==> src/etwi_pkg.sv <==
package etwi_pkg;

   typedef enum logic [5:0] {
      ST_IDLE = 6'b000001,
      ST_DIV  = 6'b000010,
      ST_MUL  = 6'b000100,
      ST_SCL  = 6'b001000,
      ST_FIN  = 6'b010000,
      ST_OUT  = 6'b100000
   } state_type;

   typedef enum logic [3:0] {
      MODE_LINEAR     = 4'd0,
      MODE_IN_QUAD    = 4'd1,
      MODE_OUT_QUAD   = 4'd2,
      MODE_INOUT_QUAD = 4'd3,
      MODE_IN_CUBIC   = 4'd4,
      MODE_OUT_CUBIC  = 4'd5,
      MODE_INOUT_CUB  = 4'd6,
      MODE_ARC        = 4'd7,
      MODE_OUT_BACK   = 4'd8
   } mode_type;

   typedef enum logic [1:0] {
      REG_START    = 2'd0,
      REG_END      = 2'd1,
      REG_DURATION = 2'd2,
      REG_MODE     = 2'd3
   } reg_type;

   localparam int DUR_WIDTH  = 24;
   localparam int VAL_WIDTH  = 32;
   localparam int STEP_WIDTH = 16;

endpackage

==> src/eased_tween_interpolator.sv <==
// Channel   Ports                                       Direction
// request   req_valid/ready, time_step, restart         in
// response  rsp_valid/ready, value, progress, finished  out
// csr       APB: psel penable pwrite paddr pwdata       in/out
// From one acceptance to the next, a request passes a state update, the restoring divider for
// progress, up to four curve products of the shared multiplier, the scaling product, the final
// sum (which waits while a stalled response is still held) and the return to idle. A request
// that leaves progress at one skips the divider entirely.
// Reset is synchronous and returns the configuration, the tween state and the handshake.
// A stalled response holds; the next request is taken once the result is registered.
module eased_tween_interpolator
   import etwi_pkg::*;
#(
   parameter int TIME_WIDTH = 24,
   parameter int FRAC_BITS  = 16
) (
   input  logic                         clock,
   input  logic                         reset,
   input  logic                         req_valid,
   output logic                         req_ready,
   input  logic [STEP_WIDTH-1:0]        req_time_step,
   input  logic                         req_restart,
   output logic                         rsp_valid,
   input  logic                         rsp_ready,
   output logic signed [VAL_WIDTH-1:0]  rsp_value,
   output logic [FRAC_BITS:0]           rsp_progress,
   output logic                         rsp_finished,
   input  logic                         psel,
   input  logic                         penable,
   input  logic                         pwrite,
   input  logic [3:0]                   paddr,
   input  logic [31:0]                  pwdata,
   output logic [31:0]                  prdata,
   output logic                         pready
);

   localparam int OW = FRAC_BITS + 4;
   localparam int DW = VAL_WIDTH + 1;
   localparam int PW = DW + OW;
   localparam int CW = $clog2(FRAC_BITS + 1);
   localparam logic [63:0] C1_RAW = ((64'd170158 << FRAC_BITS) + 64'd50000) / 64'd100000;
   localparam logic signed [OW-1:0] QONE = OW'(64'd1 << FRAC_BITS);
   localparam logic signed [OW-1:0] C1 = OW'(C1_RAW);
   localparam logic [32:0] TMASK = (33'd1 << TIME_WIDTH) - 33'd1;

   state_type state_ff, state_in;
   logic signed [VAL_WIDTH-1:0] start_ff, end_ff;
   logic [DUR_WIDTH-1:0] dur_ff;
   logic [3:0] mode_ff;
   logic [TIME_WIDTH-1:0] elapsed_ff, elapsed_in;
   logic done_ff, done_in;
   logic [TIME_WIDTH:0] rem_ff, rem_in;
   logic [FRAC_BITS:0] tq_ff, tq_in;
   logic [CW-1:0] cnt_ff, cnt_in;
   logic [1:0] mstep_ff, mstep_in;
   logic signed [OW-1:0] m_ff [4];
   logic signed [PW-1:0] prod_ff;
   logic rsp_valid_ff;
   logic signed [VAL_WIDTH-1:0] value_ff;
   logic [FRAC_BITS:0] prog_ff;
   logic fin_ff;

   logic [TIME_WIDTH-1:0] deff;
   logic [32:0] dur33, sum33;
   logic [TIME_WIDTH+1:0] r2;
   logic signed [OW-1:0] t_s, u_s, u6_s, e_s, opa, opb;
   logic signed [DW-1:0] mul_a;
   logic signed [PW-1:0] mul_p, rnd_p;
   logic signed [OW-1:0] qres;
   logic [1:0] nsteps;
   logic low_half, wr_en;
   logic signed [PW-1:0] sumv;
   logic signed [VAL_WIDTH-1:0] final_val;

   assign pready = 1'b1;
   assign wr_en = psel && penable && pwrite;

   always_ff @(posedge clock) begin
      if (reset) begin
         start_ff <= '0;
         end_ff   <= '0;
         dur_ff   <= DUR_WIDTH'(1);
         mode_ff  <= '0;
      end else if (wr_en) begin
         unique case (reg_type'(paddr[3:2]))
            REG_START:    start_ff <= pwdata;
            REG_END:      end_ff   <= pwdata;
            REG_DURATION: dur_ff   <= pwdata[DUR_WIDTH-1:0];
            REG_MODE:     mode_ff  <= pwdata[3:0];
            default:      ;
         endcase
      end
   end

   always_comb begin
      unique case (reg_type'(paddr[3:2]))
         REG_START:    prdata = start_ff;
         REG_END:      prdata = end_ff;
         REG_DURATION: prdata = 32'(dur_ff);
         REG_MODE:     prdata = 32'(mode_ff);
         default:      prdata = '0;
      endcase
   end

   always_comb begin
      dur33 = 33'(dur_ff);
      if (dur33 == 33'd0) dur33 = 33'd1;
      if (dur33 > TMASK) dur33 = TMASK;
      deff = dur33[TIME_WIDTH-1:0];
      sum33 = 33'(elapsed_ff) + 33'(req_time_step);
   end

   // Curve operands for each multiplier step, the step count per mode and the eased curve value.
   always_comb begin
      t_s = OW'(tq_ff);
      u_s = t_s - QONE;
      u6_s = (t_s <<< 1) - (QONE <<< 1);
      low_half = t_s < (QONE >>> 1);
      opa = t_s;
      opb = t_s;
      unique case (mstep_ff)
         2'd0: begin
            unique case (mode_ff)
               MODE_OUT_QUAD: opb = (QONE <<< 1) - t_s;
               MODE_INOUT_QUAD: if (!low_half) opa = (QONE <<< 2) - (t_s <<< 1);
               MODE_OUT_CUBIC, MODE_OUT_BACK: begin
                  opa = u_s;
                  opb = u_s;
               end
               MODE_INOUT_CUB: if (!low_half) begin
                  opa = u6_s;
                  opb = u6_s;
               end
               MODE_ARC: opb = QONE - t_s;
               default: ;
            endcase
         end
         2'd1: begin
            opa = m_ff[0];
            unique case (mode_ff)
               MODE_OUT_CUBIC, MODE_OUT_BACK: opb = u_s;
               MODE_INOUT_CUB: opb = low_half ? t_s : u6_s;
               default: opb = t_s;
            endcase
         end
         2'd2: begin
            opa = C1 + QONE;
            opb = m_ff[1];
         end
         default: begin
            opa = C1;
            opb = m_ff[0];
         end
      endcase
      unique case (mode_ff)
         MODE_IN_QUAD, MODE_OUT_QUAD, MODE_INOUT_QUAD, MODE_ARC: nsteps = 2'd0;
         MODE_IN_CUBIC, MODE_OUT_CUBIC, MODE_INOUT_CUB: nsteps = 2'd1;
         MODE_OUT_BACK: nsteps = 2'd3;
         default: nsteps = 2'd0;
      endcase
      unique case (mode_ff)
         MODE_IN_QUAD, MODE_OUT_QUAD: e_s = m_ff[0];
         MODE_INOUT_QUAD: e_s = low_half ? (m_ff[0] <<< 1) : (m_ff[0] - QONE);
         MODE_IN_CUBIC: e_s = m_ff[1];
         MODE_OUT_CUBIC: e_s = m_ff[1] + QONE;
         MODE_INOUT_CUB: e_s = low_half ? (m_ff[1] <<< 2)
                                        : (((m_ff[1] + OW'(1)) >>> 1) + QONE);
         MODE_ARC: e_s = m_ff[0] <<< 2;
         MODE_OUT_BACK: e_s = QONE + m_ff[2] + m_ff[3];
         default: e_s = t_s;
      endcase
   end

   // Shared multiplier: curve products in ST_MUL, the scaling product in ST_SCL; also the rounded, saturated final sum.
   always_comb begin
      mul_a = state_ff == ST_SCL ? (DW'(end_ff) - DW'(start_ff)) : DW'(opa);
      mul_p = PW'(mul_a) * PW'(state_ff == ST_SCL ? e_s : opb);
      rnd_p = (mul_p + (PW'(1) <<< (FRAC_BITS - 1))) >>> FRAC_BITS;
      qres = rnd_p[OW-1:0];
      sumv = (prod_ff + (PW'(1) <<< (FRAC_BITS - 1))) >>> FRAC_BITS;
      sumv = sumv + PW'(start_ff);
      if (sumv > PW'(32'sh7FFFFFFF)) final_val = 32'sh7FFFFFFF;
      else if (sumv < -(PW'(64'sh80000000))) final_val = 32'sh80000000;
      else final_val = sumv[VAL_WIDTH-1:0];
      r2 = {rem_ff, 1'b0};
   end

   assign req_ready = state_ff == ST_IDLE;

   always_comb begin
      state_in = state_ff;
      elapsed_in = elapsed_ff;
      done_in = done_ff;
      rem_in = rem_ff;
      tq_in = tq_ff;
      cnt_in = cnt_ff;
      mstep_in = mstep_ff;
      unique case (state_ff)
         ST_IDLE: begin
            if (req_valid) begin
               if (req_restart) begin
                  elapsed_in = '0;
                  done_in = 1'b0;
               end else if (!done_ff) begin
                  if (sum33 >= 33'(deff)) begin
                     elapsed_in = deff;
                     done_in = 1'b1;
                  end else begin
                     elapsed_in = sum33[TIME_WIDTH-1:0];
                  end
               end
               rem_in = (TIME_WIDTH+1)'(elapsed_in);
               tq_in = '0;
               cnt_in = '0;
               mstep_in = '0;
               if (elapsed_in >= deff) begin
                  tq_in = (FRAC_BITS+1)'(QONE);
                  state_in = ST_FIN;
               end else begin
                  state_in = ST_DIV;
               end
            end
         end
         ST_DIV: begin
            if (r2 >= (TIME_WIDTH+2)'(deff)) begin
               rem_in = (TIME_WIDTH+1)'(r2 - (TIME_WIDTH+2)'(deff));
               tq_in = {tq_ff[FRAC_BITS-1:0], 1'b1};
            end else begin
               rem_in = r2[TIME_WIDTH:0];
               tq_in = {tq_ff[FRAC_BITS-1:0], 1'b0};
            end
            cnt_in = cnt_ff + CW'(1);
            if (cnt_ff == CW'(FRAC_BITS - 1)) begin
               if (tq_in == '0) state_in = ST_FIN;
               else if (mode_ff == MODE_LINEAR || mode_ff > MODE_OUT_BACK) state_in = ST_SCL;
               else state_in = ST_MUL;
            end
         end
         ST_MUL: begin
            mstep_in = mstep_ff + 2'd1;
            if (mstep_ff == nsteps) state_in = ST_SCL;
         end
         ST_SCL: state_in = ST_FIN;
         ST_FIN: if (!rsp_valid_ff || rsp_ready) state_in = ST_OUT;
         ST_OUT: state_in = ST_IDLE;
         default: state_in = ST_IDLE;
      endcase
   end

   always_ff @(posedge clock) begin
      if (reset) begin
         state_ff <= ST_IDLE;
         elapsed_ff <= '0;
         done_ff <= 1'b0;
         rsp_valid_ff <= 1'b0;
      end else begin
         state_ff <= state_in;
         elapsed_ff <= elapsed_in;
         done_ff <= done_in;
         if (state_ff == ST_FIN && (!rsp_valid_ff || rsp_ready)) rsp_valid_ff <= 1'b1;
         else if (rsp_ready) rsp_valid_ff <= 1'b0;
      end
   end

   always_ff @(posedge clock) begin
      rem_ff <= rem_in;
      tq_ff <= tq_in;
      cnt_ff <= cnt_in;
      mstep_ff <= mstep_in;
      if (state_ff == ST_MUL) m_ff[mstep_ff] <= qres;
      if (state_ff == ST_SCL) prod_ff <= mul_p;
      if (state_ff == ST_FIN && (!rsp_valid_ff || rsp_ready)) begin
         if (tq_ff == '0) value_ff <= start_ff;
         else if (tq_ff >= (FRAC_BITS+1)'(QONE)) value_ff <= end_ff;
         else value_ff <= final_val;
         prog_ff <= tq_ff;
         fin_ff <= done_ff;
      end
   end

   assign rsp_valid = rsp_valid_ff;
   assign rsp_value = value_ff;
   assign rsp_progress = prog_ff;
   assign rsp_finished = fin_ff;

endmodule

==> config.mk <==
export PLATFORM = sky130hd
export DESIGN_NAME = eased_tween_interpolator
export DESIGN_NICKNAME = d
export VERILOG_FILES = /design/src/etwi_pkg.sv /design/src/eased_tween_interpolator.sv
export SDC_FILE = /design/constraint.sdc
export NUM_CORES = 2
export LEC_CHECK = 0
export BUFFER_PORTS_ARGS = -buffer_cell sky130_fd_sc_hd__buf_2
export CORE_MARGIN = 2
export CORE_UTILIZATION = 65
export DETAILED_ROUTE_END_ITERATION = 10
export PLACE_DENSITY = 0.92
export SYNTH_ARGS = -nofsm -noshare
export SYNTH_HDL_FRONTEND = slang
export SYNTH_SLANG_ARGS = --single-unit
==> constraint.sdc <==
create_clock -name clock -period 23.5 [get_ports clock]
set_clock_uncertainty 0.1 [all_clocks]
set_input_delay 1.175 -clock clock [delete_from_list [all_inputs] [get_ports clock]]
set_output_delay 1.175 -clock clock [all_outputs]
set_load 0.005 [all_outputs]
[Word level (Yosys, flattened, before mapping)]
Memory sizes are Yosys's and may differ from the RTL's. A register that Yosys moved wholly into a read port is not among the register bits.
Index checks and enable logic that the tools add are counted.
Storage, ports and cells
  register bits: 276
  RAM bits: 80
  memory bits (read-only): 32
  input bits: 60
  output and inout bits: 85
  word-level logic and storage cells: 149
  memories: 2
Operators by class
  add/sub/neg operators: 19
  $mul: 1
  $lt $le $gt $ge: 9
  eq/ne operators: 24
  muxes and demuxes: 53
  reductions and logical operators: 25
Memories
  m_ff: words 4, width 20, read ports 4, clocked after Yosys merged registers in 0, write ports 1, line eased_tween_interpolator.sv:56  | logic signed [OW-1:0] m_ff [4];
  (no name shown): words 16, width 2, read ports 1, clocked after Yosys merged registers in 1, write ports 0, line eased_tween_interpolator.sv:155  | unique case (mode_ff)
Operator list (number)
  $pmux W20 S3: 3
  $mux W24: 7
  $pmux W20 S7: 1
  $mux W32: 4
  $pmux W32 S4: 1
  $mux W20: 4
  $pmux W20 S4: 1
  $add A53 B17 Y53 const B: 1
  $mul A33 B53 Y53: 1
  $mux W53: 1
  $mux W17: 3
  $mux W25: 2
  $pmux W25 S2: 1
  $pmux W20 S2: 1
  $add A37 B32 Y38: 1
  $gt A38 B32 Y1 const B: 1
  $lt A38 B32 Y1 const B: 1
  $add A36 B17 Y36 const B: 1
  $logic_not A17 Y1: 2
  $pmux W17 S2: 1
  $gt A33 B24 Y1 const B: 1
  $mux W33: 1
  $sub A32 B32 Y33: 1
  $pmux W6 S5: 1
  other kinds (52): 89

[Longest topological paths before layout]
  word-level depth: 14
  gate-level depth with buffers: 47

[Least setup slack after synthesis]
Ideal clock, no wire load.
  kind: register to register
  start point: register tq_ff[0]
  end point: register prod_ff[44], data pin
  setup time: 0.262 ns
  arrival time: 11.677 ns
  path slack: 11.460 ns
  cell stages (with the launch flop): 44
  buffers on the path: 3
  path through: edfxtp_1 > inv_1 > ha_1 > or3b_1 > or3_1 > or2_1 > or3_1 > or3_1 > nor3_1 > ha_1 > mux2_2 > a21oi_1 > o21ai_0 > a222oi_1 > o211ai_1 > o311ai_0 > clkbuf_1 > clkbuf_1 > [... 8 more ...] > fa_1 > fa_1 > fa_1 > ha_1 > clkbuf_1 > a21o_1 > a21o_1 > a21o_1 > a21o_1 > a2111oi_0 > nor2_1 > a221o_1 > nor2_1 > o31ai_1 > a21o_1 > a21oi_1 > o21bai_1 > xor2_1
On the way
  word-level cells in the longest chain between the ends: 6
  elaborated cells between the ends (all ways): 19
RTL lines
  start: declaration: line eased_tween_interpolator.sv:53  | logic [FRAC_BITS:0] tq_ff, tq_in;
  start signal: assignment: line eased_tween_interpolator.sv:267  | tq_ff <= tq_in;
  $sub A18 B18 Y19 (tied with other cells): line eased_tween_interpolator.sv:117  | u6_s = (t_s <<< 1) - (QONE <<< 1);
  $mux W20 (on tied branches): line eased_tween_interpolator.sv:130, eased_tween_interpolator.sv:142, eased_tween_interpolator.sv:125
  $pmux W20 S4 (tied with other cells): line eased_tween_interpolator.sv:123  | unique case (mode_ff)
  $pmux W20 S3: line eased_tween_interpolator.sv:121  | unique case (mstep_ff)
  $mux W53 or $mux W33 (tied branches): line eased_tween_interpolator.sv:177, eased_tween_interpolator.sv:176
  $mul A33 B53 Y53 *: line eased_tween_interpolator.sv:177  | mul_p = PW'(mul_a) * PW'(state_ff == ST_SCL ? e_s : opb);
  net mul_p[44]: line eased_tween_interpolator.sv:68  | logic signed [PW-1:0] mul_p, rnd_p;
  end signal: assignment: line eased_tween_interpolator.sv:271  | if (state_ff == ST_SCL) prod_ff <= mul_p;
  end: declaration: line eased_tween_interpolator.sv:57  | logic signed [PW-1:0] prod_ff;
The timed path passes the listed nets; every way through them passes the cells marked *.
A chain may end at the register's enable or synchronous reset.

==> impl_results.md <==
* Die area at 82040 um^2
* Worst Hold Class: flop to flop
* Max Slew Vio Count at 0
* Core area at 79000 um^2
* GRT Util Overall at 40.18%
* Die Y at 286.4 um
* Least-Margin Pin Slew at 1.265 ns
* Layout cell share with drive strength beyond 1 at 7.028%
* Startpoint Class: flop
* Resize count post-CTS at 0
* Async SR Flop Fraction at 0%
* Clock Path Buffers at 3
* Worst slack, placed at 9.840 ns
* PnR worst setup slack at 9.454 ns
* Vias per cell at 6.448
* Postcts setup bufs at 0
* Post-synth top flop: edfxtp_1
* Buf+Inv Stages, Crit Path at 9
* FP Rows at 103
* Largest net degree at the start of global routing at 94
* Final #Nets at 7163
* # port buffers at 141
* Cell Count, Final, Fillers Out at 7045
* Tmin final at 14.05 ns
* Post-synth EDFFs at 217
* Tcrit/Tclk final at 59.77%
* CTS Buf Count at 36
* Crit-path max FO at 44
* Yosys cell types at 105
* Yosys warns at 0
* Syn Area/Cell at 8.709 um^2
* Post-DP HPWL at 126800 um
* CTS tree: built
* Max_slew headroom at 15.67%
* Initial antenna violation count at 6
* Via Count at 45430
* CTS HTree Levels at 2
* Hold_ws at 0.3768 ns
* CP Class: flop to flop
* Iter 0 DRT Violations at 5253
* First-pass GRT wire length at 255500 um
* Hold Violations, Final at 0
* Initial Utilization at 65.63%
* RePlAce Congestion at 1.018
* Cell mode on critical path: fa_1
* Post-placement cell count at 6974
* DR DRC count at 0
* Clock sinks at 343
* Synth Cell Area at 51840 um^2
* Worst-Skew Late Latency at 0.59 ns
* Number of I/O pins at 145
* P&R area growth vs syn at 6.070%
* Setup TNS after final layout at 0 ns
* Maxcap violations at 0
* Final wirelength at 164000 um
* CTS Hold Bufs at 0
* Slowest CP cell: fa_1
* Number of global-route vias before repair at 47170
* Root buffer cell: clkbuf_16
* RSZ-0062 raised after global routing: false
* Register bit total from synthesis at 343
* Setup violators final at 0
* Worst setup EP type: flop
* TritonRoute pass-1 iters at 10
* Data arrival time of the critical path at 14.25 ns
* Status: completed
* Die Wd at 286.4 um
* Clock transition at the registers of the reported paths at 0.07 ns
* Max Fclk at 71.20 MHz
* Sequential element share of the synthesized area at 17.43%
* Overflow after GRT at 0
* Routed len/inst at 23.28 um
* Slowest Stage Delay on Critical Path at 0.93 ns
* Post-synthesis instance total at 5953
* Worst path top cell family by delay: adder cells
* Final ANT Viol Nets at 0
* Worst EP required at 23.71 ns
* Mapped Nets at 7154
[layer usage]
| metal | vias up | routed length, um | GRT usage [%] |
|---|---|---|---|
| met5 | - | 16 | 0 |
| met4 | 4 | 11660 | 24.45 |
| met3 | 855 | 21440 | 10.84 |
| met2 | 3284 | 73620 | 63.09 |
| met1 | 21860 | 57250 | 49.74 |
| li1 | 19430 | - | - |
[stage by stage]
stage / area, um^2 / utilization [%]
detailed placement: 53740 / 68.03
floorplan: 51840 / -
global placement: 53740 / 68.03
finish: 54990 / 69.61
CTS: 54980 / 69.59
global route: 54980 / 69.60
[synthesized netlist by cell type, drive strengths merged, types with 57 or more instances]
| master | count | share of area [%] |
|---|---|---|
| nor2 | 457 | 3.3 |
| edfxtp | 217 | 13 |
| fa | 746 | 29 |
| xor2 | 89 | 1.5 |
| mux2i | 59 | 1.1 |
| nand2 | 813 | 5.9 |
| inv | 965 | 7.0 |
| a221oi | 57 | 0.96 |
| clkbuf | 251 | 1.8 |
| ha | 395 | 9.5 |
| a21oi | 339 | 3.3 |
| nand3 | 75 | 0.72 |
| o21ai | 229 | 2.2 |
| xnor2 | 164 | 2.9 |
| nand2b | 91 | 1.1 |
| a21o | 100 | 1.4 |
| dfxtp | 126 | 4.9 |
| nor3 | 95 | 0.95 |
[kinds of logic after synthesis]
logic type	Yosys count	share of synthesized area, %
multiplexers	80	1.682
AND/OR/NAND/NOR	1855	16.19
AO/OA/AOI/OAI	1026	12.81
XOR/XNOR	253	4.397
other	1	0.007233
flip-flops	343	17.43
buffers and inverters	1253	9.130
adder cells (fa/ha/maj)	1142	38.36
[cell type report]
class,count,area [um^2]
Multi-Input combinational cell,4357,38180
Fill cell,5626,24010
Sequential cell,343,9039
Inverter,966,3626
Timing Repair Buffer,258,1587
Tap cell,1050,1314
Clock buffer,45,997.2
Clock inverter,21,241.5
Antenna cell,5,12.51
[cells in the final DEF (no fill, tap or decap), types with 126 or more instances in the layout]
cell type	instances
o21ai_0	202
edfxtp_1	217
fa_1	746
dfxtp_1	126
xnor2_1	158
nor2_1	454
buf_2	140
ha_1	394
nand2_1	811
a21oi_1	335
inv_1	964
[state kept, by name (all words and copies together) (netlist names)]
| register | cells |
|---|---|
| m_ff | 80 |
| prod_ff | 38 |
| end_ff | 32 |
| rsp_value | 32 |
| start_ff | 32 |
| rem_ff | 25 |
| dur_ff | 24 |
| elapsed_ff | 24 |
| rsp_progress | 17 |
| tq_ff | 17 |
| state_ff | 6 |
| cnt_ff | 5 |
| mode_ff | 4 |
| mstep_ff | 2 |
| nsteps | 2 |
| done_ff | 1 |
| rsp_finished | 1 |
| rsp_valid | 1 |
[worst paths after layout]
path                                from                     endpoint  slack (ns)  cells after the start
max                 m_ff[2][1]$_DFFE_PP_        prod_ff[52]$_DFFE_PP_        9.45                     44
min          elapsed_ff[23]$_SDFFE_PP0P_  elapsed_ff[23]$_SDFFE_PP0P_        0.38                      2
max reg2reg         m_ff[2][1]$_DFFE_PP_        prod_ff[52]$_DFFE_PP_        9.45                     44
min reg2reg  elapsed_ff[23]$_SDFFE_PP0P_  elapsed_ff[23]$_SDFFE_PP0P_        0.38                      2
[worst min-delay path, stage by stage, from the launching register on]
cell and delay, ns:
dfxtp_1 0.32, nand2_1 0.06, a21oi_1 0.05
Power is not shown: default switching activity piles up to over one toggle a cycle in this logic, so the estimate is an artifact.
